--- config.mk ---
export PLATFORM = sky130hd
export DESIGN_NAME = ps2_keyboard_transmitter
export DESIGN_NICKNAME = d
export VERILOG_FILES = /design/src/rtl/ps2kt_pkg.sv /design/src/rtl/ps2_keyboard_transmitter.sv /design/src/rtl/ps2kt_ring.sv
export SDC_FILE = /design/constraint.sdc
export NUM_CORES = 2
export LEC_CHECK = 0
export ABC_AREA = 1
export BUFFER_PORTS_ARGS = -buffer_cell sky130_fd_sc_hd__buf_2
export CORE_MARGIN = 2
export CORE_UTILIZATION = 43
export CTS_CLUSTER_SIZE = 30
export DETAILED_ROUTE_END_ITERATION = 10
export GPL_TIMING_DRIVEN = 0
export PLACE_DENSITY = 0.64
export SLEW_MARGIN = 5
export SYNTH_ARGS = -nofsm -noshare
export SYNTH_HDL_FRONTEND = slang
export SYNTH_HIERARCHICAL = 1
export SYNTH_SLANG_ARGS = --single-unit
--- constraint.sdc ---
create_clock -name clk -period 29 [get_ports clk]
set_input_delay 2.9 -clock clk [delete_from_list [all_inputs] [get_ports clk]]
set_output_delay 2.9 -clock clk [all_outputs]
set_load 0.01 [all_outputs]
--- src/rtl/ps2kt_pkg.sv ---
// Shared types and constants for the PS/2 keyboard transmitter.
package ps2kt_pkg;

  typedef logic [7:0] byte_t;

  // request kinds carried in s_tuser
  localparam logic [2:0] REQ_TICK    = 3'd0;
  localparam logic [2:0] REQ_PRESS   = 3'd1;
  localparam logic [2:0] REQ_RELEASE = 3'd2;
  localparam logic [2:0] REQ_WRITE   = 3'd3;
  localparam logic [2:0] REQ_READ    = 3'd4;

  // link modes
  localparam logic [1:0] MODE_IDLE = 2'd0;
  localparam logic [1:0] MODE_SEND = 2'd1;
  localparam logic [1:0] MODE_REST = 2'd2;

  // register indexes (paddr[2])
  localparam logic REG_IRQ_EN = 1'b0;
  localparam logic REG_HALF   = 1'b1;

  localparam byte_t       RELEASE_MARK    = 8'hF0;
  localparam logic [15:0] HALF_RESET      = 16'd20;
  localparam logic [3:0]  LAST_FRAME_SLOT = 4'd10;
  localparam logic [3:0]  PARITY_SLOT     = 4'd8;
  localparam logic [3:0]  STOP_SLOT       = 4'd9;

endpackage

--- src/rtl/ps2_keyboard_transmitter.sv ---
// PS/2 keyboard device transmitter: scan code byte ring, frame sender, host control.
// Results: each result is registered (output register, or skid stage under stall);
//   a press or release that queues 1 to 3 bytes gives its result with its last push.
// Throughput: one request per cycle with no bytes pending and the skid stage empty;
//   a multi-byte press or release holds input, as the byte ring has one write port.
// Reset (synchronous, rst high): pointers, link mode and counters cleared, both lines
//   high, host control 3, registers to defaults; ring contents are not cleared.
module ps2_keyboard_transmitter
  import ps2kt_pkg::*;
#(
  parameter int RING_DEPTH = 256
) (
  input  logic        clk,
  input  logic        rst,
  input  logic        s_tvalid,
  output logic        s_tready,
  input  logic [23:0] s_tdata,   // scan_code[15:0], host_value[17:16], zero pad
  input  logic [2:0]  s_tuser,   // req_type[2:0]
  output logic        m_tvalid,
  input  logic        m_tready,
  output logic [7:0]  m_tdata,   // read_value[1:0], flag_line[2], irq_pulse[3],
                                 // clock_level[4], data_level[5], zero pad
  input  logic        psel,
  input  logic        penable,
  input  logic        pwrite,
  input  logic [2:0]  paddr,
  input  logic [31:0] pwdata,
  output logic [31:0] prdata,
  output logic        pready
);

  localparam int PTR_W = $clog2(RING_DEPTH);
  localparam logic [PTR_W-1:0] PTR_LAST = PTR_W'(RING_DEPTH - 1);

  // configuration
  logic        irq_en;
  logic [15:0] half_ticks;

  // link state
  logic [PTR_W-1:0]   head, head_next, tail, tail_next, push_nxt;
  logic [1:0]         mode, mode_next;
  byte_t              shift_byte, shift_byte_next;
  logic [3:0]         bit_index, bit_index_next;
  logic signed [16:0] tick_count, tick_count_next, half_s;
  logic               parity, parity_next;
  logic [1:0]         lines, lines_next;
  logic [1:0]         host_ctrl, host_ctrl_next;
  logic               irq_next;

  // multi-byte push sequencing
  logic [1:0] pend_cnt, pend_cnt_next;
  byte_t      pend_b0, pend_b0_next, pend_b1, pend_b1_next;
  logic       pend_tick, pend_tick_next;

  // request decode
  logic        accept;
  logic [2:0]  req;
  logic [15:0] scan;
  logic [1:0]  hv;
  byte_t       list0, list1, list2;
  logic [1:0]  list_n;
  logic        do_push, do_tick, do_hw, produce, push_ok;
  byte_t       push_byte, ring_q, pop_byte;

  // output buffer
  logic       skid_valid;
  logic [5:0] out_data, skid_data, res_data;
  logic       out_pop;

  assign req    = s_tuser;
  assign scan   = s_tdata[15:0];
  assign hv     = s_tdata[17:16];
  assign pready = 1'b1;

  always_ff @(posedge clk) begin
    if (rst) begin
      irq_en     <= 1'b0;
      half_ticks <= HALF_RESET;
    end else if (psel && penable && pwrite && pready) begin
      case (paddr[2])
        REG_IRQ_EN: irq_en     <= pwdata[0];
        REG_HALF:   half_ticks <= pwdata[15:0];
        default:    ;
      endcase
    end
  end

  always_comb begin
    case (paddr[2])
      REG_IRQ_EN: prdata = {31'd0, irq_en};
      REG_HALF:   prdata = {16'd0, half_ticks};
      default:    prdata = 32'd0;
    endcase
  end

  assign s_tready = (pend_cnt == 2'd0) && !skid_valid;
  assign accept   = s_tvalid && s_tready;

  always_comb begin
    if (scan[15:8] != 8'd0) begin
      list0  = scan[15:8];
      list1  = (req == REQ_RELEASE) ? RELEASE_MARK : scan[7:0];
      list2  = scan[7:0];
      list_n = (req == REQ_RELEASE) ? 2'd3 : 2'd2;
    end else begin
      list0  = (req == REQ_RELEASE) ? RELEASE_MARK : scan[7:0];
      list1  = scan[7:0];
      list2  = scan[7:0];
      list_n = (req == REQ_RELEASE) ? 2'd2 : 2'd1;
    end
  end

  always_comb begin
    do_push        = 1'b0;
    do_tick        = 1'b0;
    do_hw          = 1'b0;
    produce        = 1'b0;
    push_byte      = list0;
    pend_cnt_next  = pend_cnt;
    pend_b0_next   = pend_b0;
    pend_b1_next   = pend_b1;
    pend_tick_next = pend_tick;
    if (pend_cnt != 2'd0) begin
      do_push       = 1'b1;
      push_byte     = pend_b0;
      pend_b0_next  = pend_b1;
      pend_cnt_next = pend_cnt - 2'd1;
      if (pend_cnt == 2'd1) begin
        produce = 1'b1;
        do_tick = pend_tick;
      end
    end else if (accept) begin
      produce = 1'b1;
      case (req)
        REQ_TICK: do_tick = 1'b1;
        REQ_PRESS, REQ_RELEASE: begin
          do_push = 1'b1;
          if (list_n == 2'd1) begin
            do_tick = (req == REQ_PRESS);
          end else begin
            produce        = 1'b0;
            pend_cnt_next  = list_n - 2'd1;
            pend_b0_next   = list1;
            pend_b1_next   = list2;
            pend_tick_next = (req == REQ_PRESS);
          end
        end
        REQ_WRITE: do_hw = 1'b1;
        default: ;
      endcase
    end
  end

  // push with full check
  assign push_nxt = (tail == PTR_LAST) ? '0 : tail + 1'b1;
  assign push_ok  = do_push && (push_nxt != head);
  assign tail_next = push_ok ? push_nxt : tail;
  assign pop_byte  = (push_ok && (tail == head)) ? push_byte : ring_q;
  assign half_s    = $signed({1'b0, half_ticks});

  always_comb begin
    head_next       = head;
    mode_next       = mode;
    shift_byte_next = shift_byte;
    bit_index_next  = bit_index;
    tick_count_next = tick_count;
    parity_next     = parity;
    lines_next      = lines;
    host_ctrl_next  = host_ctrl;
    irq_next        = 1'b0;
    if (do_tick) begin
      if ((mode == MODE_IDLE) && host_ctrl[1] && (head != tail_next)) begin
        shift_byte_next = pop_byte;
        head_next       = (head == PTR_LAST) ? '0 : head + 1'b1;
        mode_next       = MODE_SEND;
        tick_count_next = half_s;
        bit_index_next  = 4'd0;
        lines_next      = 2'b10;
        parity_next     = 1'b1;
      end
      if (mode_next == MODE_SEND) begin
        tick_count_next = tick_count_next - 17'sd1;
        if (tick_count_next <= 17'sd0) begin
          lines_next[1]   = ~lines_next[1];
          irq_next        = irq_en && !lines_next[1];
          tick_count_next = half_s;
          if (lines_next[1]) begin
            lines_next[0] = 1'b0;
            if (bit_index_next < PARITY_SLOT) begin
              parity_next     = parity_next ^ shift_byte_next[0];
              lines_next[0]   = shift_byte_next[0];
              shift_byte_next = {1'b0, shift_byte_next[7:1]};
            end else if (bit_index_next == PARITY_SLOT) begin
              lines_next[0] = parity_next;
            end else if (bit_index_next == STOP_SLOT) begin
              lines_next[0] = 1'b1;
            end else begin
              mode_next       = MODE_REST;
              tick_count_next = half_s;
              lines_next      = 2'b11;
            end
            if (bit_index_next <= LAST_FRAME_SLOT) begin
              bit_index_next = bit_index_next + 4'd1;
            end
          end
        end
      end
      if (mode_next == MODE_REST) begin
        tick_count_next = tick_count_next - 17'sd1;
        if (tick_count_next < 17'sd0) begin
          mode_next = MODE_IDLE;
        end
      end
    end
    if (do_hw) begin
      host_ctrl_next = hv;
      if (!hv[1]) begin
        mode_next  = MODE_IDLE;
        lines_next = 2'b11;
      end
    end
  end

  assign res_data = {lines_next[0], lines_next[1], irq_next,
                     host_ctrl_next[1] & lines_next[1], host_ctrl_next & lines_next};

  ps2kt_ring #(
    .DEPTH (RING_DEPTH),
    .AW    (PTR_W)
  ) u_ring (
    .clk     (clk),
    .rst     (rst),
    .wr_en   (push_ok),
    .wr_addr (tail),
    .wr_data (push_byte),
    .rd_addr (head_next),
    .rd_data (ring_q)
  );

  always_ff @(posedge clk) begin
    if (rst) begin
      head       <= '0;
      tail       <= '0;
      mode       <= MODE_IDLE;
      shift_byte <= 8'd0;
      bit_index  <= 4'd0;
      tick_count <= 17'sd0;
      parity     <= 1'b0;
      lines      <= 2'b11;
      host_ctrl  <= 2'b11;
      pend_cnt   <= 2'd0;
      pend_tick  <= 1'b0;
    end else begin
      head       <= head_next;
      tail       <= tail_next;
      mode       <= mode_next;
      shift_byte <= shift_byte_next;
      bit_index  <= bit_index_next;
      tick_count <= tick_count_next;
      parity     <= parity_next;
      lines      <= lines_next;
      host_ctrl  <= host_ctrl_next;
      pend_cnt   <= pend_cnt_next;
      pend_tick  <= pend_tick_next;
    end
  end

  always_ff @(posedge clk) begin
    pend_b0 <= pend_b0_next;
    pend_b1 <= pend_b1_next;
  end

  // output register plus skid stage
  assign out_pop = m_tvalid && m_tready;

  always_ff @(posedge clk) begin
    if (rst) begin
      m_tvalid   <= 1'b0;
      skid_valid <= 1'b0;
    end else if (!m_tvalid || out_pop) begin
      if (skid_valid) begin
        m_tvalid   <= 1'b1;
        skid_valid <= produce;
      end else begin
        m_tvalid   <= produce;
      end
    end else if (produce) begin
      skid_valid <= 1'b1;
    end
  end

  always_ff @(posedge clk) begin
    if (!m_tvalid || out_pop) begin
      out_data <= skid_valid ? skid_data : res_data;
      if (skid_valid) begin
        skid_data <= res_data;
      end
    end else if (produce) begin
      skid_data <= res_data;
    end
  end

  assign m_tdata = {2'b00, out_data};

  a_skid_needs_out: assert property (@(posedge clk) disable iff (rst)
    skid_valid |-> m_tvalid)
    else $error("skid stage holds a transaction while output register is empty");

  a_irq_on_fall: assert property (@(posedge clk) disable iff (rst)
    (do_tick && irq_next) |-> (!lines_next[1] && (mode_next == MODE_SEND)))
    else $error("interrupt pulse without a falling clock during a frame");

  a_pop_moves_head: assert property (@(posedge clk) disable iff (rst)
    ((mode == MODE_SEND) && ($past(mode) == MODE_IDLE)) |-> (head != $past(head)))
    else $error("frame started without popping the ring");

endmodule

--- src/rtl/ps2kt_ring.sv ---
// Byte ring storage: one write port, one registered read port with write forwarding.
module ps2kt_ring
  import ps2kt_pkg::*;
#(
  parameter int DEPTH = 256,
  parameter int AW    = $clog2(DEPTH)
) (
  input  logic          clk,
  input  logic          rst,
  input  logic          wr_en,
  input  logic [AW-1:0] wr_addr,
  input  byte_t         wr_data,
  input  logic [AW-1:0] rd_addr,
  output byte_t         rd_data
);

  byte_t mem [DEPTH];
  byte_t rd_q;
  byte_t fwd_data;
  logic  fwd_hit;

  always_ff @(posedge clk) begin
    if (wr_en) begin
      mem[wr_addr] <= wr_data;
    end
    rd_q     <= mem[rd_addr];
    fwd_data <= wr_data;
  end

  always_ff @(posedge clk) begin
    if (rst) begin
      fwd_hit <= 1'b0;
    end else begin
      fwd_hit <= wr_en && (wr_addr == rd_addr);
    end
  end

  assign rd_data = fwd_hit ? fwd_data : rd_q;

endmodule
After elaboration in Yosys (flattened, before gate mapping) --
Memory sizes are Yosys's and may differ from the RTL's. A register that Yosys moved wholly into a read port is not among the register bits. Cells that the tools add are included.
Storage, ports and cells: bits in writable memories 2048, word-level logic and storage cells 189, register bits after elaboration 111, memories 1, output and inout bits 43
Memory list:
- u_ring.mem | words 256, bits a word 8, rd ports 1, clocked after memory_dff 1, wr ports 1, RTL line ps2kt_ring.sv:17 | byte_t mem [DEPTH];
Cells by class: eq/ne operators 17, reduce and logical (&&, ||, !) cells 28, add/sub/neg operators 7, $lt $le $gt $ge 4, multiplexer cells 104, bitwise logic cells 7
Operators by type and width (number):
- 2-to-1 mux 8 bit | 21
- 2-to-1 mux 17 bit | 6
- one-hot mux 32 bit (2 select lines) | 1
- 2-to-1 mux 2 bit | 29
- 2-to-1 mux 1 bit | 36
- subtractor 17 x 2 -> 17 bit (second input constant) | 2
- 2-to-1 mux 4 bit | 6
- 2-to-1 mux 6 bit | 4
- <= comparator 17 x 1 -> 1 bit (second input constant) | 1
- < comparator 17 x 1 -> 1 bit (second input constant) | 1
- adder 8 x 1 -> 8 bit (second input constant) | 2
- equality test 8 bit | 2
- equality test 8 bit (second input constant) | 2
- inequality test 8 bit | 2
- logical AND 1 bit | 11
- equality test 4 bit (second input constant) | 2
- nonzero test 2 bit | 4
- nonzero test 8 bit | 1
- equality test 2 x 1 -> 1 bit (second input constant) | 3
- equality test 3 x 2 -> 1 bit (second input constant) | 2
- AND reduction 2 bit | 3
- adder 4 x 1 -> 4 bit (second input constant) | 1
- <= comparator 4 bit (second input constant) | 1
- logical NOT 2 bit | 2
- other kinds (16) | 22

Longest topological paths before layout --
depth in word-level cells 24, mapped depth 49, gate-level depth less buffers 46

Cells and area by module --
Netlist, hierarchy kept.
By module, submodules not included:
- ps2kt_ring | area each 83696.5 µm², times used 1, cells an instance 7035
- ps2_keyboard_transmitter | area each 7488.4 µm², times used 1, cells an instance 1197

Worst setup path after synthesis --
Ideal clock, no wire load.
path type input to register, start input port s_tdata[11], end memory u_ring/mem[0][0] (netlist bit), data pin, path slack 13.056 ns, stages 7, path buffers 0, data arrival time 13.740 ns, path through nor2_1 -> nand2_1 -> nor4_1 -> inv_1 -> nor2_1 -> a31oi_1 -> o21ai_0
On the way: cells in the longest elaborated chain, start to end 3
Ends and longest elaborated chain:
- from (decl) | RTL line ps2_keyboard_transmitter.sv:17 | input logic [23:0] s_tdata,
- nonzero test 8 bit | RTL line ps2_keyboard_transmitter.sv:100 | if (scan[15:8] != 8'd0) begin
- 2-to-1 mux 8 bit | RTL line ps2_keyboard_transmitter.sv:100
- 2-to-1 mux 8 bit | RTL line ps2_keyboard_transmitter.sv:123 | if (pend_cnt != 2'd0) begin
- net push_byte[0] | RTL line ps2_keyboard_transmitter.sv:63 | byte_t push_byte, ring_q, pop_byte;
- to (decl) | RTL line ps2kt_ring.sv:17
The timed path passes the listed nets, and every way through them passes these cells.

Worst setup path in the final report --
start input port s_tuser[2], end register u_ring.rd_q[5], read port of u_ring.mem
On the way: cells in the longest elaborated chain, start to end 11, elaborated cells on any way between the ends 21
Ends and longest elaborated chain:
- from (decl) | RTL line ps2_keyboard_transmitter.sv:18 | input logic [2:0] s_tuser,
- equality test 3 x 2 -> 1 bit or equality test 3 x 1 -> 1 bit (tied branches)
- OR reduction 2 bit | RTL line ps2_keyboard_transmitter.sv:134 | case (req)
- 2-to-1 mux 1 bit | RTL line ps2_keyboard_transmitter.sv:134
- 2-to-1 mux 1 bit | RTL line ps2_keyboard_transmitter.sv:132 | end else if (accept) begin
- 2-to-1 mux 1 bit | RTL line ps2_keyboard_transmitter.sv:123
- logical AND 1 bit | RTL line ps2_keyboard_transmitter.sv:156 | assign push_ok = do_push && (push_nxt != head);
- 2-to-1 mux 8 bit | RTL line ps2_keyboard_transmitter.sv:157 | assign tail_next = push_ok ? push_nxt : tail;
- inequality test 8 bit | RTL line ps2_keyboard_transmitter.sv:172 | if ((mode == MODE_IDLE) && host_ctrl[1] && (head != tail_next)) begin
- logical AND 1 bit | RTL line ps2_keyboard_transmitter.sv:172
- 2-to-1 mux 8 bit | RTL line ps2_keyboard_transmitter.sv:172
- 2-to-1 mux 8 bit * | RTL line ps2_keyboard_transmitter.sv:171 | if (do_tick) begin
- net head_next[3] | RTL line ps2_keyboard_transmitter.sv:40 | logic [PTR_W-1:0] head, head_next, tail, tail_next, push_nxt;
- to (decl) | RTL line ps2kt_ring.sv:18 | byte_t rd_q;
The timed path passes the listed nets; every way through them passes the cells marked *. A chain may end at the register's enable or synchronous reset.

==> results.ini <==
[status]
status = finished, violations left
violations = capacitance limit, slew limit

[critical_path]
cp_data_arrival_time_ns = 11.04
r2r_start = tail[1]
crit_slowest_cell = clkbuf_1
crit_path_frequent_cell = nand2_1
crit_required_ns = 29.77
r2r_slack_ns = 19.91
cpPeakStageDelay_ns = 1.16
startpoint = s_tuser[2]
cp-end-kind = flip-flop
r2r-end = u_ring/rd_q[5]
rr_worst_depth = 34
start_kind = input pin
crit_type = in2reg
crit_fanout = 10

[clock_tree]
htreeDepth = 4
cts.path.max_buffers = 3
tritoncts = done
insertion_delay_ns = 0.88
post_cts_resized = 0
clkTransAtPathRegs_ns = 0.06
postCtsSetupBuffers = 0
root_buffer = clkbuf_16
ctsHoldBuffers = 0
cts.sinks = 2165
cts_made_buffers = 215

[routing]
drtIter0Drc = 13900
num_vias = 71700
drc = 0
ant_nets = 0
routed_via_density = 6.16
routed_wl_um = 376000
drtPass1Iterations = 11
wire_per_inst_um = 32.3

[floorplanning]
num_io_pins = 112
dieArea_um2 = 216000
rows = 169
core_area_um2 = 211000
start_util = 0.431
die_h_um = 464
fp.dieW_um = 464

[timing]
tightestPinTransition_ns = 1.57
fin_ws_ns = 18.74
rsz0062_at_grt = no
tns_ns = 0
finalSetupViolCount = 0
slew_headroom = -0.0434
clock_skew_ns = 0.0302
final_hold_viol_count = 0
layout_min_cycle_time_ns = 10.26
max_freq_ghz = 0.0974
post-route-period-util = 0.354
slew_viol_final = 12

[yosys]
synthArstFlopShare = 0
synth_compound_area_frac = 0.00996
synth.top_cell.area_share = 0.683
syn_area_um2 = 91200
synthTopCellsByCount = 2,455 x nand2_1, 2,141 x nand3_1, 2,074 x edfxtp_1, 407 x nor2_1, 288 x buf_2
ys_ff_latch = 2165
synthSimpleGateAreaFrac = 0.243
synthAdderAreaFrac = 0.00137
synth_mux_area_frac = 0.00133
ys.flop_type = edfxtp_1
synth_top_cell_by_area = edfxtp_1
synth-xor-area-share = 0.00222
synth_edf_count = 2074
yosysUniqueCellTypes = 56
synth_top_family_by_area = simple AND/OR/NAND/NOR gates
synth.most_common_cell = nand2_1
synthTopCellsByArea = edfxtp_1 68%, nand3_1 12%, nand2_1 10%, dfxtp_1 2.0%, nor2_1 1.7%
ys.warnings.count = 6
seq_area_frac_synth = 0.703
avgSynthCellArea_um2 = 11.1
syn_inst = 8232

[grt]
track_usage = 0.339
antenna_found_initial = 22
grt_max_degree = 41
grt_pass1_wl_um = 510000
grt_pass1_vias = 64900
overflow = 0

[placed_design]
preCtsSetupSlack_ns = 18.02
gp_congestion = 1.03
port_buffers = 67
post-dp-hpwl_um = 263000

[min_path]
worstHoldEndpoint = host_ctrl[0]
hold_path_depth = 2
min_path_type = reg2reg
hold_start = host_ctrl[0]

[flow_run]
cap_violations = 4

[power]
p_per_area_nw_per_um2 = 71.3
p_leak_nw = 37.2
vdd_drop_max_mv = 0.0601

[final_layout]
nets = 8680
drive_gt1_frac = 0.106
fill_cells = 18800
area_growth_pct = 13.8

## cell families (layout without fill, tap and decap cells)
family,after synthesis,in the layout
other cells,2,38
mux,11,11
simple gates,5100,5100
fa+ha+maj,10,10
flops,2165,2165
compound gates,162,162
xor+xnor,21,21
buf+inv,761,1300
## flip-flops by register name (all words and copies together) (netlist names)
| register | flops |
|---|---|
| pend_tick | 1 |
| pend_b1 | 8 |
| bit_index | 4 |
| u_ring/mem | 2048 |
| head | 8 |
| skid_data | 5 |
| parity | 1 |
| tail | 8 |
| out_data | 5 |
| m_tvalid | 1 |
| host_ctrl | 2 |
| mode | 2 |
| u_ring/fwd_hit | 1 |
| u_ring/rd_q | 8 |
| tick_count | 17 |
| pend_cnt | 2 |
| shift_byte | 8 |
| irq_en | 1 |
| u_ring/fwd_data | 8 |
| lines | 2 |
| skid_valid | 1 |
| half_ticks | 16 |
| pend_b0 | 8 |
## metrics by stage
stage	hold WS (ns)	cell area (um^2)	cells	power, mW	util
after floorplan	0.431	91200	8249	4.18	-
after global placement	0.446	95100	11100	4.69	0.450
after detailed placement	0.453	96700	11200	4.61	0.457
after CTS	0.466	104000	11600	7.36	0.491
after global routing	0.496	104000	11600	7.56	0.491
final	0.460	104000	11600	7.41	0.491
## area by class of cell
cell class	instances	area [um^2]	area share
Multi-Input combinational cell	5323	23700	0.228
Clock buffer	270	5750	0.0554
Timing Repair Buffer	135	1790	0.0173
Clock inverter	134	1290	0.0124
Inverter	217	826	0.00796
Sequential cell	2165	64100	0.618
Tap cell	2821	3530	0.0340
Antenna cell	19	47.5	0.000458
Buffer	544	2790	0.0269
## worst max-delay path, delay by kind of cell
kind | cells | cell delay (ns)
buffers and inverters | 9 | 3.33
AND/OR/NAND/NOR | 23 | 4.76
## placed cells by master, fill, tap and decap left out, types with 9 or more instances in the layout
| cell | netlist | routed |
|---|---|---|
| clkinv_2 | 1 | 35 |
| buf_1 | 52 | 47 |
| nand2_1 | 2455 | 2455 |
| clkbuf_2 | 0 | 26 |
| clkbuf_16 | 0 | 221 |
| diode_2 | 0 | 19 |
| buf_16 | 0 | 14 |
| clkinv_1 | 4 | 63 |
| clkbuf_1 | 123 | 143 |
| edfxtp_1 | 2074 | 2074 |
| xor2_1 | 12 | 12 |
| buf_4 | 70 | 70 |
| nor2_2 | 16 | 20 |
| nor2_1 | 407 | 403 |
| ha_1 | 10 | 10 |
| buf_12 | 0 | 52 |
| buf_6 | 9 | 9 |
| inv_1 | 199 | 199 |
| a21oi_1 | 55 | 51 |
| conb_1 | 2 | 19 |
| nand4_1 | 12 | 12 |
| nor3_1 | 14 | 12 |
| inv_2 | 11 | 11 |
| nor4_1 | 9 | 9 |
| nand2_2 | 23 | 23 |
| mux2_2 | 9 | 9 |
| nand3_1 | 2141 | 2141 |
| o21ai_0 | 63 | 59 |
| buf_2 | 288 | 360 |
| dfxtp_1 | 91 | 91 |
| bufinv_16 | 0 | 17 |
## worst max-delay path by stage
stage / cells after the start / end / slack [ns]
5_1_grt: 32 / u_ring/rd_q[6] / 18.72
2_1_floorplan: 7 / u_ring/mem[0][0] / 13.06
3_3_place_gp: 8 / u_ring/mem[121][1] / -2.83
4_1_cts: 32 / u_ring/rd_q[7] / 18.96
3_5_place_dp: 32 / u_ring/rd_q[7] / 18.02
6_report: 32 / u_ring/rd_q[5] / 18.74
## where the power goes
| group | internal [mW] | switching [mW] | total (mW) |
|---|---|---|---|
| Combinational | 0.263 | 0.834 | 1.10 |
| Sequential | 3.49 | 0.00974 | 3.50 |
| Clock | 1.56 | 1.24 | 2.80 |
## layer usage
metal  part of all wire  global-route usage  vias up  wire length [um]
met4              0.081               0.228       14             30400
li1                   -                   -    29600                 -
met1               0.35               0.441    34700            130000
met2               0.42               0.482     6209            156000
met5            0.00021                   0        -                80
met3               0.16               0.113     1197             59100
Note: power is estimated with default switching activity, not from simulation.
